<file path="src/hdl/ppc_pkg.sv">
// Package for the polygon plane clipper: widths, beat types, register and state codes.
`timescale 1ns / 1ps

package ppc_pkg;

	localparam int FRAC_BITS   = 16;
	localparam int COORD_WIDTH = 32;
	localparam int CW          = (COORD_WIDTH < 32) ? COORD_WIDTH : 32;
	localparam int NCOMP       = 5;
	localparam int NRM_W       = 18;
	localparam int PD_W        = 32;
	localparam int FRAC_W      = 16;
	localparam int DIFF_W      = CW + 1;
	localparam int DOT_W       = NRM_W + CW + 2;
	localparam int SH_W        = DOT_W - FRAC_BITS;
	localparam int DIST_W      = ((SH_W > PD_W) ? SH_W : PD_W) + 1;
	localparam int DEN_W       = DIST_W + 1;
	localparam int PROD_W      = NRM_W + DIFF_W;

	localparam int P_CROSS = 0;
	localparam int P_KEEP  = 1;
	localparam int P_CLOSE = 2;
	localparam int P_EMPTY = 3;

	typedef struct packed {
		logic signed [31:0] vertex_x;
		logic signed [31:0] vertex_y;
		logic signed [31:0] vertex_z;
		logic signed [31:0] tex_s;
		logic signed [31:0] tex_t;
		logic               last_vertex;
	} vtx_t;

	typedef struct packed {
		logic signed [31:0] out_x;
		logic signed [31:0] out_y;
		logic signed [31:0] out_z;
		logic signed [31:0] out_s;
		logic signed [31:0] out_t;
		logic               vertex_valid;
		logic               polygon_end;
	} res_t;

	typedef enum logic [1:0] {
		REG_NORMAL_X,
		REG_NORMAL_Y,
		REG_NORMAL_Z,
		REG_PLANE_DIST
	} cfg_reg_t;

	typedef enum logic [2:0] {
		ST_IDLE,
		ST_DOT,
		ST_DIST,
		ST_SEL,
		ST_ABS,
		ST_DIV,
		ST_MUL,
		ST_EMIT
	} state_t;

endpackage

</file>
<file path="src/hdl/polygon_plane_clip.sv">
// Polygon plane clipper: one shared multiplier and a serial divider under a small sequencer.
// A kept vertex with no crossing passes through the dot product, distance, select and emit states.
// Each crossing adds a magnitude step, the serial divide and the multiply steps before its emit and select.
// A new vertex is taken only when the sequencer is back in idle; an output stall holds it in the emit state.
// The distance dot product runs through the shared multiplier.
// Reset clears the sequencer, polygon tracking, output valid and loads the plane registers.
`timescale 1ns / 1ps

module polygon_plane_clip (
	input  logic              clk,
	input  logic              arst_n,
	input  logic              vtx_valid,
	output logic              vtx_stall,
	input  ppc_pkg::vtx_t     vtx,
	output logic              res_valid,
	input  logic              res_stall,
	output ppc_pkg::res_t     res,
	input  logic              cfg_valid,
	output logic              cfg_ready,
	input  ppc_pkg::cfg_reg_t cfg_index,
	input  logic [31:0]       cfg_data
);
	import ppc_pkg::*;

	state_t state_q, state_d;
	logic [3:0] cnt_q;
	logic [3:0] pend_q;
	logic in_poly_q, last_q, res_valid_q;
	res_t res_q;

	logic signed [NRM_W-1:0] nrm_q [3];
	logic signed [PD_W-1:0] pdist_q;

	logic signed [CW-1:0] cur_q [NCOMP];
	logic signed [CW-1:0] prev_q [NCOMP];
	logic signed [CW-1:0] first_q [NCOMP];
	logic signed [CW-1:0] rv_q [NCOMP];
	logic signed [DIST_W-1:0] d_q, prev_d_q, first_d_q;
	logic signed [DOT_W-1:0] acc_q;
	logic signed [PROD_W-1:0] prod_q;
	logic [DEN_W-1:0] rem_q, den_q;
	logic [FRAC_W-1:0] f_q;

	logic accept, out_free, emit_load;
	logic signed [NRM_W-1:0] mul_a;
	logic signed [DIFF_W-1:0] mul_b;
	logic signed [PROD_W-1:0] mul_p;
	logic signed [DIFF_W-1:0] diff [NCOMP];
	logic signed [CW-1:0] a_sel [NCOMP];
	logic signed [CW-1:0] b_sel [NCOMP];
	logic [2:0] midx, ridx;
	logic signed [DOT_W-1:0] sh;
	logic signed [DIST_W-1:0] dist_n, fd, da, db;
	logic cr1, kp, cl, em;
	logic [DIST_W-1:0] ma, mb;
	logic [DEN_W:0] rem2;
	logic ge;
	logic signed [PROD_W-1:0] isum;
	logic [3:0] pend_next;

	function automatic logic crosses(input logic signed [DIST_W-1:0] a,
		input logic signed [DIST_W-1:0] b);
		return (a != '0) && (b != '0) && (a[DIST_W-1] != b[DIST_W-1]);
	endfunction

	function automatic logic [DIST_W-1:0] mag(input logic signed [DIST_W-1:0] x);
		logic signed [DIST_W-1:0] n;
		n = -x;
		return x[DIST_W-1] ? n : x;
	endfunction

	function automatic logic signed [CW-1:0] sat(input logic signed [PROD_W-1:0] v);
		logic same;
		same = (v[PROD_W-1:CW-1] == '0) || (v[PROD_W-1:CW-1] == '1);
		if (same)
			return v[CW-1:0];
		else if (v[PROD_W-1])
			return {1'b1, {(CW-1){1'b0}}};
		else
			return {1'b0, {(CW-1){1'b1}}};
	endfunction

	assign accept    = vtx_valid && !vtx_stall;
	assign vtx_stall = (state_q != ST_IDLE);
	assign out_free  = !res_valid_q || !res_stall;
	assign emit_load = (state_q == ST_EMIT) && out_free;
	assign res_valid = res_valid_q;
	assign res       = res_q;
	assign cfg_ready = 1'b1;
	assign pend_next = pend_q & (pend_q - 4'd1);

	assign midx = (cnt_q[2:0] < 3'(NCOMP)) ? cnt_q[2:0] : 3'd0;
	assign ridx = (cnt_q[2:0] != 3'd0) ? (cnt_q[2:0] - 3'd1) : 3'd0;

	always_comb begin
		for (int j = 0; j < NCOMP; j++) begin
			a_sel[j] = pend_q[P_CROSS] ? prev_q[j] : cur_q[j];
			b_sel[j] = pend_q[P_CROSS] ? cur_q[j] : first_q[j];
			diff[j]  = DIFF_W'(b_sel[j]) - DIFF_W'(a_sel[j]);
		end
	end

	always_comb begin
		if (state_q == ST_MUL) begin
			mul_a = {{(NRM_W-FRAC_W){1'b0}}, f_q};
			mul_b = diff[midx];
		end else begin
			unique case (cnt_q[1:0])
				2'd0: mul_a = nrm_q[0];
				2'd1: mul_a = nrm_q[1];
				2'd2: mul_a = nrm_q[2];
				default: mul_a = '0;
			endcase
			mul_b = DIFF_W'(cur_q[midx]);
		end
		mul_p = PROD_W'(mul_a) * PROD_W'(mul_b);
	end

	always_comb begin
		sh     = acc_q >>> FRAC_BITS;
		dist_n = sh[DIST_W-1:0] - DIST_W'(pdist_q);
		fd     = in_poly_q ? first_d_q : dist_n;
		cr1    = in_poly_q && crosses(prev_d_q, dist_n);
		kp     = !dist_n[DIST_W-1];
		cl     = last_q && crosses(dist_n, fd);
		em     = last_q && !(cr1 || kp || cl);
		da     = pend_q[P_CROSS] ? prev_d_q : d_q;
		db     = pend_q[P_CROSS] ? d_q : first_d_q;
		ma     = mag(da);
		mb     = mag(db);
		rem2   = {rem_q, 1'b0};
		ge     = rem2 >= {1'b0, den_q};
		isum   = PROD_W'(a_sel[ridx]) + (prod_q >>> FRAC_W);
	end

	always_comb begin
		state_d = state_q;
		unique case (state_q)
			ST_IDLE: if (accept) state_d = ST_DOT;
			ST_DOT:  if (cnt_q == 4'd3) state_d = ST_DIST;
			ST_DIST: state_d = ST_SEL;
			ST_SEL: begin
				priority if (pend_q[P_CROSS]) state_d = ST_ABS;
				else if (pend_q[P_KEEP])      state_d = ST_EMIT;
				else if (pend_q[P_CLOSE])     state_d = ST_ABS;
				else if (pend_q[P_EMPTY])     state_d = ST_EMIT;
				else                          state_d = ST_IDLE;
			end
			ST_ABS:  state_d = ST_DIV;
			ST_DIV:  if (cnt_q == 4'd15) state_d = ST_MUL;
			ST_MUL:  if (cnt_q == 4'(NCOMP)) state_d = ST_EMIT;
			ST_EMIT: if (out_free) state_d = ST_SEL;
			default: state_d = ST_IDLE;
		endcase
	end

	always_ff @(posedge clk or negedge arst_n) begin
		if (!arst_n) begin
			state_q <= ST_IDLE;
		end else begin
			state_q <= state_d;
		end
	end

	always_ff @(posedge clk or negedge arst_n) begin
		if (!arst_n) begin
			cnt_q       <= '0;
			pend_q      <= '0;
			in_poly_q   <= 1'b0;
			res_valid_q <= 1'b0;
			nrm_q[0]    <= '0;
			nrm_q[1]    <= '0;
			nrm_q[2]    <= NRM_W'(65536);
			pdist_q     <= '0;
		end else begin
			if (cfg_valid && cfg_ready) begin
				unique case (cfg_index)
					REG_NORMAL_X:   nrm_q[0] <= cfg_data[NRM_W-1:0];
					REG_NORMAL_Y:   nrm_q[1] <= cfg_data[NRM_W-1:0];
					REG_NORMAL_Z:   nrm_q[2] <= cfg_data[NRM_W-1:0];
					REG_PLANE_DIST: pdist_q  <= cfg_data[PD_W-1:0];
				endcase
			end
			if (emit_load)
				res_valid_q <= 1'b1;
			else if (!res_stall)
				res_valid_q <= 1'b0;
			unique case (state_q)
				ST_IDLE: if (accept) cnt_q <= '0;
				ST_DOT:  cnt_q <= cnt_q + 4'd1;
				ST_DIST: pend_q <= {em, cl, kp, cr1};
				ST_SEL:  if (pend_q == '0) in_poly_q <= !last_q;
				ST_ABS:  cnt_q <= '0;
				ST_DIV:  cnt_q <= (cnt_q == 4'd15) ? 4'd0 : cnt_q + 4'd1;
				ST_MUL:  cnt_q <= cnt_q + 4'd1;
				ST_EMIT: if (out_free) pend_q <= pend_next;
				default: ;
			endcase
		end
	end

	always_ff @(posedge clk) begin
		unique case (state_q)
			ST_IDLE: begin
				if (accept) begin
					cur_q[0] <= vtx.vertex_x[CW-1:0];
					cur_q[1] <= vtx.vertex_y[CW-1:0];
					cur_q[2] <= vtx.vertex_z[CW-1:0];
					cur_q[3] <= vtx.tex_s[CW-1:0];
					cur_q[4] <= vtx.tex_t[CW-1:0];
					last_q   <= vtx.last_vertex;
					acc_q    <= '0;
				end
			end
			ST_DOT: begin
				if (cnt_q < 4'd3)
					prod_q <= mul_p;
				if (cnt_q != 4'd0)
					acc_q <= acc_q + DOT_W'(prod_q);
			end
			ST_DIST: begin
				d_q <= dist_n;
				if (!in_poly_q) begin
					first_q   <= cur_q;
					first_d_q <= dist_n;
				end
			end
			ST_SEL: begin
				priority if (pend_q[P_CROSS]) begin
				end else if (pend_q[P_KEEP]) begin
					rv_q <= cur_q;
				end else if (pend_q[P_CLOSE]) begin
				end else if (pend_q[P_EMPTY]) begin
					for (int j = 0; j < NCOMP; j++)
						rv_q[j] <= '0;
				end else begin
					prev_q   <= cur_q;
					prev_d_q <= d_q;
				end
			end
			ST_ABS: begin
				rem_q <= DEN_W'(ma);
				den_q <= DEN_W'(ma) + DEN_W'(mb);
				f_q   <= '0;
			end
			ST_DIV: begin
				rem_q <= ge ? DEN_W'(rem2 - {1'b0, den_q}) : rem2[DEN_W-1:0];
				f_q   <= {f_q[FRAC_W-2:0], ge};
			end
			ST_MUL: begin
				if (cnt_q < 4'(NCOMP))
					prod_q <= mul_p;
				if (cnt_q != 4'd0)
					rv_q[ridx] <= sat(isum);
			end
			ST_EMIT: begin
				if (out_free) begin
					res_q.out_x        <= 32'(rv_q[0]);
					res_q.out_y        <= 32'(rv_q[1]);
					res_q.out_z        <= 32'(rv_q[2]);
					res_q.out_s        <= 32'(rv_q[3]);
					res_q.out_t        <= 32'(rv_q[4]);
					res_q.vertex_valid <= !pend_q[P_EMPTY];
					res_q.polygon_end  <= last_q && (pend_next == '0);
				end
			end
			default: ;
		endcase
	end

endmodule

</file>
<file path="config.mk">
export PLATFORM = sky130hd
export DESIGN_NAME = polygon_plane_clip
export DESIGN_NICKNAME = d
export VERILOG_FILES = /design/src/hdl/ppc_pkg.sv /design/src/hdl/polygon_plane_clip.sv
export SDC_FILE = /design/constraint.sdc
export NUM_CORES = 2
export LEC_CHECK = 0
export ABC_AREA = 1
export BUFFER_PORTS_ARGS = -buffer_cell sky130_fd_sc_hd__buf_2
export CAP_MARGIN = 20
export CORE_ASPECT_RATIO = 0.5
export CORE_MARGIN = 5
export CORE_UTILIZATION = 30
export DETAILED_ROUTE_END_ITERATION = 8
export PLACE_DENSITY = 0.5
export SLEW_MARGIN = 5
export SYNTH_ARGS = -nofsm -noshare
export SYNTH_HDL_FRONTEND = slang
export SYNTH_SLANG_ARGS = --single-unit
</file>
<file path="constraint.sdc">
create_clock -name clk -period 20.4 [get_ports clk]
set_input_delay 2.04 -clock clk [delete_from_list [all_inputs] [get_ports clk]]
set_output_delay 2.04 -clock clk [all_outputs]
set_load 0.01 [all_outputs]
</file>
## Word level (Yosys, flattened, before mapping)

Index checks and enable logic that the tools add are counted.

- Flip-flop bits (word level): 1208
- Input port bits: 200
- Output and inout bits: 165

- Add/sub/neg operators: 15
- Multipliers: 1
- $lt $le $gt $ge: 7
- Equality and inequality tests: 31
- Mux-type cells: 68
- Bitwise gates (word level): 8
- Reductions and logical operators: 56

Operators by type and width:

| kind | count |
|---|---|
| $mux 160 | 5 |
| $mux 32 | 19 |
| $pmux 160 s2 | 1 |
| $bmux 32 s3 | 2 |
| $mux 37 | 5 |
| $sub 32x32->33 | 5 |
| $bwmux 160 | 1 |
| $reduce_bool 37->1 | 3 |
| $mux 52 | 2 |
| $pmux 52 s2 | 1 |
| $mux 51 | 2 |
| $pmux 51 s2 | 1 |
| $bmux 33 s3 | 1 |
| $mux 33 | 3 |
| $demux 32 s3 | 1 |
| $pmux 38 s2 | 1 |
| $neg 37->37 | 2 |
| $pmux 18 s3 | 1 |
| $add 52x51->52 | 1 |
| $mul 18x33->51 | 1 |
| $ge 39x38->1 | 1 |
| $add 37x37->38 | 1 |
| $mux 38 | 1 |
| $sub 38x38->38 | 1 |
| other kinds (48) | 124 |

## Longest topological paths before layout

- Depth after elaboration: 15
- Mapped depth: 55
- Gate-level depth less buffers: 47

## Worst setup path before layout

No wires, ideal clock.

- Kind: reg2reg
- Start: reg pend_q[0]
- End: reg in_poly_q
- Library setup time: 0.652 ns
- Arrival time: 15.569 ns
- Data required time: 19.748 ns
- Path slack: 4.179 ns
- Cell stages (with the launch flop): 11
- Clock period less this slack: 16.221 ns
- Cells stage by stage: dfrtp_1 > buf_4 > buf_6 > buf_4 > buf_4 > buf_4 > buf_4 > nor2_1 > nand3_1 > nor3_1 > a21oi_1

- Cells in the longest elaborated chain, start to end: 2

Ends and longest elaborated chain:

| item | line | text |
|---|---|---|
| from (decl) | polygon_plane_clip.sv:27 | `logic [3:0] pend_q;` |
| from (signal assigned) | polygon_plane_clip.sv:191 | `ST_DIST: pend_q <= {em, cl, kp, cr1};` |
| from (signal assigned) | polygon_plane_clip.sv:196 | `ST_EMIT: if (out_free) pend_q <= pend_next;` |
| $logic_not 4->1 | polygon_plane_clip.sv:192 | `ST_SEL: if (pend_q == '0) in_poly_q <= !last_q;` |
| $reduce_and 2->1 (no source line) | -- |  |
| to (signal assigned) | polygon_plane_clip.sv:192 |  |
| to (decl) | polygon_plane_clip.sv:28 | `logic in_poly_q, last_q, res_valid_q;` |

Every way passes these cells.
A chain may end at the register's enable or synchronous reset.

## Worst setup path after layout

- Start: reg pend_q[0]
- End: reg prod_q[46] (data pin)

- Cells in the longest elaborated chain, start to end: 9

Ends and longest elaborated chain:

| item | line | text |
|---|---|---|
| $mux 32 (on tied branches) | polygon_plane_clip.sv:98, polygon_plane_clip.sv:97 |  |
| $sub 32x32->33 | polygon_plane_clip.sv:99 | `diff[j] = DIFF_W'(b_sel[j]) - DIFF_W'(a_sel[j]);` |
| $bmux 33 s3 * | polygon_plane_clip.sv:106 | `mul_b = diff[midx];` |
| $mux 33 (implied by the code) * (2 in series) | polygon_plane_clip.sv:106 |  |
| $mux 33 * | polygon_plane_clip.sv:104 | `if (state_q == ST_MUL) begin` |
| $mul 18x33->51 * | polygon_plane_clip.sv:116 | `mul_p = PROD_W'(mul_a) * PROD_W'(mul_b);` |
| via mul_p[46] | polygon_plane_clip.sv:47 | `logic signed [PROD_W-1:0] mul_p;` |
| $mux 51 (on tied branches) | polygon_plane_clip.sv:251, polygon_plane_clip.sv:216 |  |
| $pmux 51 s2 * | polygon_plane_clip.sv:203 | `unique case (state_q)` |
| to (signal assigned) | polygon_plane_clip.sv:217 | `prod_q <= mul_p;` |
| to (signal assigned) | polygon_plane_clip.sv:252 | `prod_q <= mul_p;` |
| to (decl) | polygon_plane_clip.sv:40 | `logic signed [PROD_W-1:0] prod_q;` |

The timed path passes the listed nets; every way through them passes the cells marked *. The select of a mux whose other input is x is not followed.

==> results_dict.tcl <==
set metrics [dict create \
    grt_max_degree 123 \
    rsz0062_at_grt "false" \
    critPathMaxStageDelay_ns 0.90 \
    path_clk_slew_ns 0.08 \
    synth-simple-area-share 0.196 \
    cp-start-kind "flop" \
    grt_pass1_wl_mm 616 \
    worst_slew_pin_slew_ns 1.56 \
    arrival_ns 13.95 \
    setup.worst_path.class "flop to flop" \
    fmax_mhz 74.5 \
    timing.final.crit_share 0.658 \
    cts_tree "built" \
    grt_overflow 0 \
    synth-xor-area-share 0.0263 \
    fp.dieH_um 406 \
    slowest_stage "o41ai_1" \
    setup_viol 0 \
    outcome "finished, violations left" \
    fillers 32800 \
    die_area_um2 326000 \
    insertion_delay_ns 0.84 \
    cp_common_cell "nand2_1" \
    syn_nets 12400 \
    r2r_start "pend_q[0]" \
    ys_seq_elements 1208 \
    synthMuxAreaShare 0.0120 \
    fp-row-count 145 \
    grt_pass1_vias 79200 \
    register_area_um2 35800 \
    worst-path-buf-inv 8 \
    dieWidth_um 803 \
    cts.repair.resized 0 \
    synth_top_cell_area_share 0.353 \
    synth_flop_cell "edfxtp_1" \
    hpwl_mm 364 \
    maxSlewHeadroom -0.0378 \
    ys_types 69 \
    synth_top_family_by_area "simple AND/OR/NAND/NOR gates" \
    layout-drive-gt1-share 0.0746 \
    cts_buffer_depth 3 \
    hold_viol_final 0 \
    worstPathMaxFanout 121 \
    drt_iter0_drc 11100 \
    critPathTopFamily "adder cells" \
    seq_area_frac_synth 0.379 \
    io_buffers 363 \
    drt_pass1_iterations 6 \
    wirelength_mm 447 \
    area_growth_pct 12.1 \
    cp.required_ns 20.93 \
    post_cts_buffers 0 \
    syn-cell-area_um2 94300 \
    synth_edf_count 1109 \
    tns_ns 0 \
    numCtsBuffers 121 \
    max_cap_viol_count 0 \
    violations "slew limit" \
    r2r_setup_slack_ns 6.98 \
    min_path_type "flop to flop" \
    synth-compound-area-share 0.117 \
    startpoint "pend_q[0]" \
    ys_warn_count 0 \
    wl_per_cell_um 28.3 \
    coreArea_um2 313000 \
    layout_common_cells "nand2_1, inv_1, edfxtp_1" \
    start_util 0.302 \
    cts-root-buf "clkbuf_16" \
    vias 83800 \
    synthCells 11200 \
    fin_worst_skew_ns 0.0989 \
    cts_max_level 3 \
    nets 12700 \
    antenna_left 0 \
    gp_congestion 1.03 \
    critPathCaptureType "flop" \
    layout_commonest_cell "nand2_1" \
    yosysTopAreaCell "edfxtp_1" \
    ys_async_sr_fraction 0.0820 \
    layout_min_cycle_time_ns 13.42 \
    grt.total_usage 0.265 \
    yosys-top-cells-area "edfxtp_1, fa_1, nand2_1" \
    slew_viol_final 1 \
    hp-start "rv_q[141]" \
    viasPerCell 5.32 \
    avgSynthCellArea_um2 8.45 \
    antenna_found_initial 61 \
    holdBufCountCts 0 \
    synthAdderAreaFrac 0.188 \
    drc 0 \
    io_pins 365 \
    multi_input_area_um2 51100 \
    cts.sinks 1208 \
]
## worst paths after layout
| kind | endpoint | cells past startpoint |
|---|---|---|
| max | prod_q[46] | 39 |
| max in group asynchronous | nrm_q[10] | 2 |
| min in group asynchronous | pdist_q[6] | 1 |
| min | res[143] | 0 |
| max reg2reg | prod_q[46] | 39 |
| min reg2reg | res[143] | 0 |
## per-stage QoR
stage	instance area [µm²]	utilization	hold slack [ns]	cells	worst slack, ns
6_report	106000	0.338	0.413	15800	6.98
5_1_grt	106000	0.338	0.412	15800	6.21
4_1_cts	106000	0.338	0.393	15700	7.12
3_5_place_dp	101000	0.324	0.405	15500	7.21
3_3_place_gp	101000	0.324	0.400	15500	7.24
2_1_floorplan	94300	-	0.400	11200	4.18
## cells by family (layout without fill, tap and decap cells)
family,count (synthesis),in the layout
AND/OR/NAND/NOR,4529,4529
buffers and inverters,1997,2389
AO/OA/AOI/OAI,1971,1971
flip-flops,1208,1208
adder cells (fa/ha/maj),1067,1067
XOR/XNOR,281,281
multiplexers,113,113
other,1,20
## flip-flops by register name, indices dropped and copies added (netlist names), 38 cells and up
name and count:
res 162, cur_q 160, first_q 160, prev_q 160, rv_q 160, nrm_q 54
acc_q 52, prod_q 51, den_q 38, rem_q 38
## metal layers
metal  wire [µm]  vias to the layer above  GRT usage
met4       15000                       20     0.0764
met1      199000                    41900      0.381
met5         144                        -          0
met2      187000                     3982      0.393
met3       45400                      559     0.0671
li1            -                    37400          -
## final cells by class
| type | instances | share of cell area |
|---|---|---|
| antenna | 19 | 0.000450 |
| clock buffer | 142 | 0.0306 |
| clock inverter | 85 | 0.00992 |
| inverter | 1647 | 0.0586 |
| multi-input combinational | 7962 | 0.484 |
| sequential | 1208 | 0.339 |
| tap | 4189 | 0.0496 |
| timing repair buffer | 515 | 0.0286 |
## synthesized netlist by cell type, types with 8 or more instances
cell type / count
a21boi_0: 14
a211oi_1: 33
o21bai_1: 44
mux2i_1: 113
nor2_2: 13
a32o_1: 10
o21ai_1: 17
nand4_1: 63
or2_2: 39
o211ai_1: 100
nor2_1: 886
a21oi_1: 745
dfrtp_1: 98
o31ai_1: 8
fa_1: 580
buf_2: 59
xnor2_1: 114
nand3b_1: 12
nor3_1: 71
and3_1: 10
edfxtp_1: 1109
ha_1: 487
or2_0: 8
nor4_1: 34
o21ai_0: 753
inv_1: 1631
xor2_1: 165
a22oi_1: 27
buf_4: 16
nand2_1: 2715
nand3_1: 640
a31oi_1: 72
a21o_1: 39
o21a_1: 46
clkbuf_1: 248
a221oi_1: 15
buf_1: 21
inv_2: 9
o221ai_1: 15
o21ai_2: 15
Power is not shown: default switching activity piles up to over one toggle a cycle in this logic, so the estimate is an artifact.
